$ cat src/rtl/aios_pkg.sv
package aios_pkg;

	// Item kinds carried on the input tuser.
	localparam logic [1:0] FUNC_KEY   = 2'd0;
	localparam logic [1:0] FUNC_READ  = 2'd1;
	localparam logic [1:0] FUNC_WRITE = 2'd2;

	// Decoded port numbers.
	localparam logic [7:0] PORT_INPUTS = 8'd1;
	localparam logic [7:0] PORT_OFFSET = 8'd2;
	localparam logic [7:0] PORT_SHIFT  = 8'd3;
	localparam logic [7:0] PORT_DATA   = 8'd4;
	localparam logic [7:0] PORT_SOUND2 = 8'd5;
	localparam logic [7:0] PORT_WDOG   = 8'd6;

	// Key numbers.
	localparam logic [2:0] KEY_COIN  = 3'd0;
	localparam logic [2:0] KEY_START = 3'd1;
	localparam logic [2:0] KEY_FIRE  = 3'd2;
	localparam logic [2:0] KEY_LEFT  = 3'd3;
	localparam logic [2:0] KEY_RIGHT = 3'd4;

	localparam int NUM_KEYS    = 5;
	localparam int NUM_LATCHES = 2;

	// Bit positions in the port 1 read byte.
	localparam int RD_COIN_BIT  = 0;
	localparam int RD_START_BIT = 2;
	localparam int RD_FIRE_BIT  = 4;
	localparam int RD_LEFT_BIT  = 5;
	localparam int RD_RIGHT_BIT = 6;

	typedef struct packed {
		logic [7:0] wdata;
		logic [7:0] port;
		logic       pressed;
		logic [2:0] key_id;
		logic [1:0] func;
	} item_t;

	typedef struct packed {
		logic       unhandled;
		logic [7:0] rdata;
	} result_t;

endpackage

$ cat src/rtl/aios_exec.sv
module aios_exec import aios_pkg::*; (
	input  logic    clk,
	input  logic    arst_n,
	input  logic    fire,
	input  item_t   item,
	output result_t result
);

	logic [15:0]            shift_word_q;
	logic [2:0]             shift_offset_q;
	logic [NUM_KEYS-1:0]    key_levels_q;
	logic [NUM_LATCHES-1:0] press_latches_q;

	logic [15:0]            shift_word_d;
	logic [2:0]             shift_offset_d;
	logic [NUM_KEYS-1:0]    key_levels_d;
	logic [NUM_LATCHES-1:0] press_latches_d;
	logic [23:0]            shifted;
	logic                   key_valid;
	logic                   key_held;

	// Barrel shift for the port 3 read window.
	assign shifted   = {8'h00, shift_word_q} << shift_offset_q;
	assign key_valid = item.key_id <= KEY_RIGHT;
	assign key_held  = key_valid && key_levels_q[item.key_id];

	// Result and next state for the item in the stage.
	always_comb begin
		shift_word_d    = shift_word_q;
		shift_offset_d  = shift_offset_q;
		key_levels_d    = key_levels_q;
		press_latches_d = press_latches_q;
		result          = '0;
		case (item.func)
			FUNC_KEY: begin
				if (key_valid) begin
					if (item.pressed && !key_held && item.key_id <= KEY_START) begin
						press_latches_d[item.key_id[0]] = 1'b1;
					end
					key_levels_d[item.key_id] = item.pressed;
				end
			end
			FUNC_READ: begin
				case (item.port)
					PORT_INPUTS: begin
						result.rdata[RD_COIN_BIT]  = press_latches_q[KEY_COIN[0]];
						result.rdata[RD_START_BIT] = press_latches_q[KEY_START[0]];
						result.rdata[RD_FIRE_BIT]  = key_levels_q[KEY_FIRE];
						result.rdata[RD_LEFT_BIT]  = key_levels_q[KEY_LEFT];
						result.rdata[RD_RIGHT_BIT] = key_levels_q[KEY_RIGHT];
						press_latches_d            = '0;
					end
					PORT_OFFSET: result.rdata = '0;
					PORT_SHIFT:  result.rdata = shifted[15:8];
					default:     result.unhandled = 1'b1;
				endcase
			end
			FUNC_WRITE: begin
				case (item.port)
					PORT_OFFSET: shift_offset_d = item.wdata[2:0];
					PORT_DATA:   shift_word_d   = {item.wdata, shift_word_q[15:8]};
					PORT_SHIFT, PORT_SOUND2, PORT_WDOG: begin
						// Port 3, sound and watchdog writes are taken and dropped.
					end
					default:     result.unhandled = 1'b1;
				endcase
			end
			default: begin
			end
		endcase
	end

	// Board state, updated once per item as it leaves the stage.
	always_ff @(posedge clk or negedge arst_n) begin
		if (!arst_n) begin
			shift_word_q    <= '0;
			shift_offset_q  <= '0;
			key_levels_q    <= '0;
			press_latches_q <= '0;
		end else if (fire) begin
			shift_word_q    <= shift_word_d;
			shift_offset_q  <= shift_offset_d;
			key_levels_q    <= key_levels_d;
			press_latches_q <= press_latches_d;
		end
	end

endmodule

$ cat src/rtl/arcade_io_ports_with_shifter.sv
// Each item's result is formed from the input register and held in the
// result register. One item per cycle while the output is not stalled;
// the two registers form a two-stage pipeline; state updates once per item.
// Reset (arst_n low) empties both stages, zeroes the shift word and offset,
// releases all keys and clears the coin and start press latches.
module arcade_io_ports_with_shifter import aios_pkg::*; (
	input  logic        clk,
	input  logic        arst_n,
	input  logic        s_tvalid,
	output logic        s_tready,
	input  logic [23:0] s_tdata,  // key_id[2:0], pressed[3], port[11:4], wdata[19:12], zero
	input  logic [1:0]  s_tuser,  // func[1:0]
	output logic        m_tvalid,
	input  logic        m_tready,
	output logic [7:0]  m_tdata,  // rdata[7:0]
	output logic        m_tuser   // unhandled[0]
);

	logic    valid_s1;
	item_t   item_s1;
	logic    valid_s2;
	result_t result_s2;
	result_t result;
	logic    advance;

	// The item moves on when the result register is free or being emptied.
	assign advance  = valid_s1 && (!valid_s2 || m_tready);
	assign s_tready = !valid_s1 || advance;

	// Input register.
	always_ff @(posedge clk or negedge arst_n) begin
		if (!arst_n) begin
			valid_s1 <= 1'b0;
		end else if (s_tready) begin
			valid_s1 <= s_tvalid;
		end
	end

	always_ff @(posedge clk) begin
		if (s_tready && s_tvalid) begin
			item_s1.func    <= s_tuser;
			item_s1.key_id  <= s_tdata[2:0];
			item_s1.pressed <= s_tdata[3];
			item_s1.port    <= s_tdata[11:4];
			item_s1.wdata   <= s_tdata[19:12];
		end
	end

	aios_exec u_exec (
		.clk    (clk),
		.arst_n (arst_n),
		.fire   (advance),
		.item   (item_s1),
		.result (result)
	);

	// Result register.
	always_ff @(posedge clk or negedge arst_n) begin
		if (!arst_n) begin
			valid_s2 <= 1'b0;
		end else if (advance) begin
			valid_s2 <= 1'b1;
		end else if (m_tready) begin
			valid_s2 <= 1'b0;
		end
	end

	always_ff @(posedge clk) begin
		if (advance) begin
			result_s2 <= result;
		end
	end

	assign m_tvalid = valid_s2;
	assign m_tdata  = result_s2.rdata;
	assign m_tuser  = result_s2.unhandled;

endmodule

$ cat config.mk
export PLATFORM = sky130hd
export DESIGN_NAME = arcade_io_ports_with_shifter
export DESIGN_NICKNAME = d
export VERILOG_FILES = /design/src/rtl/aios_pkg.sv /design/src/rtl/aios_exec.sv /design/src/rtl/arcade_io_ports_with_shifter.sv
export SDC_FILE = /design/constraint.sdc
export NUM_CORES = 1
export LEC_CHECK = 0
export BUFFER_PORTS_ARGS = -buffer_cell sky130_fd_sc_hd__buf_2
export CAP_MARGIN = 40
export CORE_MARGIN = 3
export CORE_UTILIZATION = 56
export DETAILED_ROUTE_END_ITERATION = 6
export GPL_ROUTABILITY_DRIVEN = 0
export PLACE_DENSITY = 0.79
export SETUP_SLACK_MARGIN = 0.4
export SYNTH_ARGS = -nofsm -noshare
export SYNTH_HDL_FRONTEND = slang
export SYNTH_SLANG_ARGS = --single-unit
$ cat constraint.sdc
create_clock -name clk -period 2.2 [get_ports clk]
set_input_delay 0.22 -clock clk [delete_from_list [all_inputs] [get_ports clk]]
set_output_delay 0.22 -clock clk [all_outputs]
set_load 0.03 [all_outputs]
==> impl_metrics.py, run 1 <==
metrics = {
    "yosys": {
        "post_synth_instance_area_um2": 2660,
        "combinational_family_with_the_most_area_after_synthesis": "multiplexers",
        "synth_cells": 176,
        "synth.avg_cell_area_um2": 15.1,
        "synth_compound_area_share_pct": 3.67,
        "synthMuxAreaShare_pct": 22.4,
        "synthXorXnorAreaFrac_pct": 0,
        "synth.area.top_cells": "edfxtp_1, dfrtp_1, mux2_2, mux2i_1, mux4_2",
        "synth.top_cell.area_share_pct": 35.0,
        "number_of_storage_elements_in_the_synthesis_netlist": 58,
        "yosysSeqAreaShare_pct": 60.4,
        "synth_area_leader_cell": "edfxtp_1",
        "synth_cell_types": 38,
        "yosysWarnings": 0,
        "area_share_of_and_or_nand_nor_cells_after_synthesis_pct": 10.2,
        "yosys.area_share.adder_pct": 1.41,
        "net_count_after_synthesis": 209,
    },
    "cts": {
        "numClockSinks": 58,
        "cts.htree.levels": 3,
        "clock_path_buffers": 2,
        "clock-root-buffer": "clkbuf_8",
        "tritoncts": "yes",
        "cts_made_buffers": 9,
        "clkLatencyLatePin_ps": 330,
        "cts.clk_slew.worst_paths_ps": 60,
    },
    "critical_path": {
        "reg2reg_from": "item_s1[0]",
        "endpoint_kind": "register",
        "required_ps": 2410,
        "worst-endpoint-arrival_ps": 2030,
        "crit_path_start_kind": "register",
        "critical_path.max_fanout": 7,
        "worstReg2RegEnd": "u_exec.shift_word_q[3]",
        "critical_path_type": "register to register",
        "regToRegSetupSlack_ps": 380,
        "timing.reg2reg.worst_path_depth": 6,
    },
    "floorplanning": {
        "top_level_ports": 41,
        "design.die.area_um2": 5610,
        "initial_core_util_pct": 59.5,
        "die_height_um": 74.9,
        "core_um2": 4470,
        "rows": 24,
        "die_w_um": 74.9,
    },
    "timing": {
        "timing.final.ws_setup_ps": 379,
        "finClkSkew_ps": 12.1,
        "layout_min_cycle_time_ps": 1820,
        "report.final.hold_viol_count": 0,
        "grt_setup_unrepaired": "yes",
        "final_max_slew_viol_count": 0,
        "max_freq_mhz": 549,
        "relSlewSlack_pct": 59.6,
        "setup_viol": 0,
        "final.period_utilization_pct": 82.8,
        "tightest_slew_ps": 606,
        "timing.setup.tns_ps": 0,
    },
    "grt": {
        "grt_pass1_vias": 1642,
        "gr-usage-all-layers_pct": 19.6,
        "grt_first_pass_wirelength_um": 7760,
        "grt_antenna_before_repair": 0,
        "grt_start_max_net_pins": 28,
        "overflow": 0,
    },
    "layout": {
        "net_count_final": 260,
        "drive_above_1_share_pct": 41.1,
        "num-fill-cells": 276,
        "synthToLayoutAreaGrowth_pct": 19.7,
        "antenna_cells_inserted": 0,
    },
    "min_path": {
        "hold_path_class": "input port to register",
        "hold-path-cell-count": 1,
        "worst_hold_path.endpoint": "item_s1[12]",
        "start_point_of_the_worst_hold_path": "s_tdata[10]",
    },
    "power_and_ir_drop": {
        "netSwitchingPower_w": 0.000518,
        "sequential_share_of_power_pct": 56.9,
        "cellInternalPower_w": 0.00170,
        "power.density_cell_area_nw_per_um2": 697,
        "clkPwrFrac_pct": 34.6,
        "comb_power_share_pct": 8.5,
        "netSwitchingFraction_pct": 23.3,
        "peakVddDrop_mv": 0.682,
        "p_leak_nw": 1.26,
    },
    "drt": {
        "routed_wire_length_per_instance_um": 17.3,
        "remaining_drc_errors": 0,
        "vias_per_cell": 5.95,
        "detail_route.first_pass.iterations": 4,
        "drtAntennaViolNets": 0,
        "dr.first_iter.drc_count": 119,
        "vias": 1685,
        "drt_wl_total_um": 4900,
    },
    "place": {
        "detailedPlace.worstSlack_ps": 328,
        "place_hpwl_um": 3360,
        "port_buffers": 36,
    },
    "status": {
        "outcome": "complete, no violations",
    },
    "flow_run": {
        "timing.max_cap.violations": 0,
    },
}
[sequential cells by signal, indices dropped and copies added (netlist names), 2 cells and up]
register,cells
u_exec.press_latches_q,2
m_tdata,8
u_exec.shift_offset_q,3
u_exec.shift_word_q,15
item_s1,22
u_exec.key_levels_q,5
[power by group through the flow]
stage               logic [W]  clock network [W]  registers, W
global placement     0.000170                  0       0.00128
finish               0.000188           0.000767       0.00126
CTS                  0.000179           0.000785       0.00126
detailed placement   0.000178                  0       0.00128
floorplan           0.0000921                  0       0.00129
global route         0.000208           0.000841       0.00127
[final cells by class]
type	instances	area (um2)	share of cell area (%)
flip-flops and latches	58	1610	50.5
multi-input cells	107	1080	34.0
repair buffers	45	258	8.10
clock buffers	14	143	4.48
well taps	52	65.1	2.04
inverters	6	22.5	0.708
clock inverters	1	5.00	0.157
[cells in the mapped netlist]
cell type and instances:
a211oi_1 3, a21oi_1 1, a2bb2oi_1 2, a311oi_1 1
a41oi_1 1, and2_1 1, buf_1 1, buf_2 2
buf_6 1, clkbuf_1 1, dfrtp_1 27, edfxtp_1 31
ha_1 3, inv_1 6, mux2_2 23, mux2i_1 18
mux4_2 7, nand2_1 3, nand2_2 1, nand2b_1 4
nand2b_2 1, nand3_1 2, nand3b_1 1, nand4_1 2
nand4b_1 2, nor2_1 13, nor2b_1 1, nor3_1 4
nor3_4 1, nor3b_1 2, nor4_1 1, nor4_2 1
nor4_4 1, nor4b_1 1, o21ai_0 1, o22ai_1 2
o41ai_1 2, or4b_1 1
[metal layers]
layer	vias to the layer above	share of wire (%)	GRT usage (%)
met5	-	0	0
met4	0	1.7	10.1
met3	9	5.7	5.61
met2	55	53	31.7
met1	838	40	23.9
li1	783	-	-
[cell usage in the layout (no fill, tap or decap), types with 2 or more instances in the layout]
| cell | netlist | routed |
|---|---|---|
| mux4_2 | 7 | 7 |
| mux2i_1 | 18 | 18 |
| nor4_4 | 1 | 2 |
| dfrtp_1 | 27 | 26 |
| nand4b_1 | 2 | 2 |
| clkbuf_1 | 1 | 5 |
| o22ai_1 | 2 | 2 |
| nand4_1 | 2 | 2 |
| edfxtp_1 | 31 | 31 |
| mux2_2 | 23 | 10 |
| nand2_1 | 3 | 3 |
| a211oi_1 | 3 | 3 |
| nor2_1 | 13 | 13 |
| mux2_4 | 0 | 13 |
| a2bb2oi_1 | 2 | 2 |
| nor3_1 | 4 | 4 |
| nand3_1 | 2 | 2 |
| nand2b_1 | 4 | 4 |
| inv_1 | 6 | 5 |
| buf_2 | 2 | 36 |
| nor3b_1 | 2 | 2 |
| o41ai_1 | 2 | 2 |
| buf_4 | 0 | 6 |
| clkbuf_8 | 0 | 9 |
| buf_6 | 1 | 2 |
[per-stage QoR]
step | util [%] | power [W] | instances | hold slack [ps] | instance area, um2
after detailed placement | 64.8 | 0.00146 | 262 | 266 | 2900
final | 71.1 | 0.00222 | 283 | 62.0 | 3180
after global placement | 64.8 | 0.00145 | 262 | 249 | 2900
after CTS | 68.5 | 0.00222 | 278 | 44.3 | 3060
after global routing | 71.1 | 0.00232 | 283 | 38.8 | 3180
after floorplan | - | 0.00138 | 176 | -75.6 | 2660
[logic make-up after synthesis]
family | count (synthesis)
and+or+nand+nor | 43
buffers and inverters | 11
DFF | 58
AOI/OAI and AO/OA | 13
adders and majority gates | 3
muxes | 48
[repair_timing]
action | 4_1_cts | 5_1_grt
gates resized for setup | 2 | 22
hold buffers | 1 | 0
pin swaps | 0 | 3
hold endpoints to repair | 27 | 0
buffers inserted | 0 | 4
gates cloned | 0 | 1
setup endpoints to repair | 18 | 28
[worst max-delay path by stage]
stage                                  start                 endpoint  slack (ps)  cells after the start
detailed placement  u_exec.shift_offset_q[0]               m_tdata[2]         330                      3
global route                      item_s1[0]   u_exec.shift_word_q[3]         310                      6
finish                            item_s1[0]   u_exec.shift_word_q[3]         380                      6
floorplan                           m_tvalid  u_exec.shift_word_q[15]         410                      5
CTS                               item_s1[0]   u_exec.shift_word_q[7]         380                      6
global placement    u_exec.shift_offset_q[0]               m_tdata[2]         380                      3
[critical path, stage by stage (launching register included)]
cell and delay (ps):
edfxtp_1 420, inv_2 100, ha_4 130, nand4b_1 160, nor4_4 340, buf_6 210
mux2_2 340
Note: power is estimated with default switching activity, not from simulation.
==> inputs of run 2 (changes only) <==
clock period = 1.7 ns   (was 2.2 ns; I/O delays follow)
==> run 2 against run 1 <==
Against the previous run: the flow now finishes with violations (setup timing); clock power rose by 55%; register-to-register slack lost 470 ps; first-iteration DRC count grew 56%; via count rose by 13%; sequential power is 31% higher; global-route usage is 4.9 points higher.
==> impl_metrics.py, run 2 (synthesis gave the netlist of run 1 again) <==
metrics = {
    "timing": {
        "layout_min_cycle_time_ps": 1790,
        "final.period_utilization_pct": 105,
        "finClkSkew_ps": 8.32,
        "max_freq_mhz": 560,
        "relSlewSlack_pct": 57.1,
        "timing.final.ws_setup_ps": -86.3,
        "tightest_slew_ps": 643,
        "final_max_slew_viol_count": 0,
        "setup_viol": 19,
        "grt_setup_unrepaired": "yes",
        "report.final.hold_viol_count": 0,
    },
    "drt": {
        "detail_route.first_pass.iterations": 4,
        "vias_per_cell": 6.16,
        "wirelength_met1_um": 2460,
        "route.top_layer_used": "met4",
        "drtAntennaViolNets": 0,
        "met2_wire_length_um": 3450,
        "wl_met3_um": 405,
        "dr.first_iter.drc_count": 186,
        "drt_wl_total_um": 6530,
        "remaining_drc_errors": 0,
        "vias": 1898,
        "routed_wire_length_per_instance_um": 21.2,
    },
    "min_path": {
        "start_point_of_the_worst_hold_path": "s_tdata[2]",
        "worst_hold_path.endpoint": "item_s1[4]",
        "hold-path-cell-count": 1,
        "hold_path_class": "input port to register",
    },
    "floorplanning": {
        "rows": 24,
        "die_height_um": 74.9,
        "core_um2": 4470,
        "top_level_ports": 41,
        "design.die.area_um2": 5610,
        "initial_core_util_pct": 59.5,
        "die_w_um": 74.9,
    },
    "critical_path": {
        "worstReg2RegEnd": "u_exec.key_levels_q[3]",
        "crit_path_start_kind": "register",
        "critical_path.max_fanout": 3,
        "regToRegSetupSlack_ps": -90,
        "reg2reg_from": "item_s1[0]",
        "worst-endpoint-arrival_ps": 2000,
        "critical_path_type": "register to register",
        "endpoint_kind": "register",
        "required_ps": 1920,
        "timing.reg2reg.worst_path_depth": 6,
    },
    "grt": {
        "overflow": 0,
        "gr-usage-all-layers_pct": 24.5,
        "grt_start_max_net_pins": 28,
        "grt_first_pass_wirelength_um": 9700,
        "grt_antenna_before_repair": 0,
        "grt_pass1_vias": 1937,
    },
    "power_and_ir_drop": {
        "p_leak_nw": 1.44,
        "power.density_cell_area_nw_per_um2": 876,
        "peakVddDrop_mv": 0.799,
    },
    "cts": {
        "tritoncts": "yes",
        "cts_made_buffers": 9,
        "clkLatencyLatePin_ps": 340,
        "clock_path_buffers": 2,
        "clock-root-buffer": "clkbuf_8",
        "cts.clk_slew.worst_paths_ps": 70,
        "numClockSinks": 58,
        "cts.htree.levels": 3,
    },
    "status": {
        "outcome": "finished, violations left",
        "violated_checks": "setup timing",
    },
    "place": {
        "port_buffers": 36,
        "placed_cell_area_um2": 3010,
        "place_hpwl_um": 3700,
    },
    "layout": {
        "final_common_cell": "buf_2",
        "layout_common_cells": "buf_2, edfxtp_1, dfrtp_1, mux2_4, buf_4",
        "stdcell_area_um2": 3620,
        "antenna_cells_inserted": 0,
        "registers.top_by_ff_count": "item_s1",
        "synthToLayoutAreaGrowth_pct": 36.0,
        "num-fill-cells": 210,
        "largest_reg_flops": 22,
        "drive_above_1_share_pct": 54.7,
        "post_layout_util_pct": 80.9,
        "net_count_final": 284,
    },
    "flow_run": {
        "timing.max_cap.violations": 0,
    },
}
[run 2: cell count changes in the layout (fill, tap and decap cells not counted), moves of 5 or more]
cell | previous run | this run
mux2i_1 | 18 | 13
dlygate4sd3_1 | 1 | 10
buf_6 | 2 | 7
buf_4 | 6 | 15
[run 2: worst max-delay path, stage by stage (launching register included)]
cell and delay (ps):
edfxtp_1 430, inv_2 120, buf_4 130, ha_4 140, inv_1 50, or4b_4 520, mux2_2 290
[run 2: timing repair]
item | 4_1_cts | 5_1_grt
hold endpoints to repair | 34 | 2
buffers inserted | 9 | 2
endpoints found under the setup margin | 44 | 46
gates resized for setup | 31 | 25
hold buffers | 8 | 2
pin swaps | 6 | 3
gates cloned | 1 | 0
[run 2: metal layers]
metal	track usage (%)	up-vias
li1	-	831
met1	28.5	942
met2	42.3	101
met3	6.68	24
met4	10.7	0
met5	0	-
[run 2: power by group]
part | switching [W] | total [W] | internal (W) | leakage [nW]
Combinational | 0.000178 | 0.000334 | 0.000156 | 0.681
Clock | 0.000517 | 0.00119 | 0.000670 | 0.0941
Sequential | 0.0000702 | 0.00165 | 0.00158 | 0.662
Total | 0.000765 | 0.00317 | 0.00240 | 1.44
[run 2: per-stage QoR]
stage	total power, W	setup TNS, ps	cells	setup WS, ps	hold WS (ps)
after floorplan	0.00180	-501	176	-50.1	-126
after global placement	0.00189	0	270	4.28	199
after detailed placement	0.00191	-890	270	-73.1	221
after CTS	0.00313	-217	304	-30.7	0.0646
after global routing	0.00327	-2690	308	-160	-1.69
final	0.00317	-970	308	-86.3	8.33
[run 2: how the worst max path moves through the flow]
stage / from / endpoint / cells after the start
CTS: item_s1[0] / u_exec.key_levels_q[3] / 6
floorplan: item_s1[9] / u_exec.shift_word_q[15] / 5
global route: item_s1[0] / u_exec.shift_word_q[2] / 6
global placement: item_s1[0] / u_exec.shift_word_q[1] / 6
finish: item_s1[0] / u_exec.key_levels_q[3] / 6
detailed placement: item_s1[0] / u_exec.shift_word_q[8] / 6
[run 2: final cells by class]
class                   instances  area, um2  area share (%)
flip-flops and latches         58       1610            44.5
multi-input cells             108       1250            34.6
repair buffers                 68        487            13.5
clock buffers                  12        135            3.73
well taps                      52       65.1            1.80
clock inverters                 4       45.0            1.24
inverters                       6       22.5           0.622
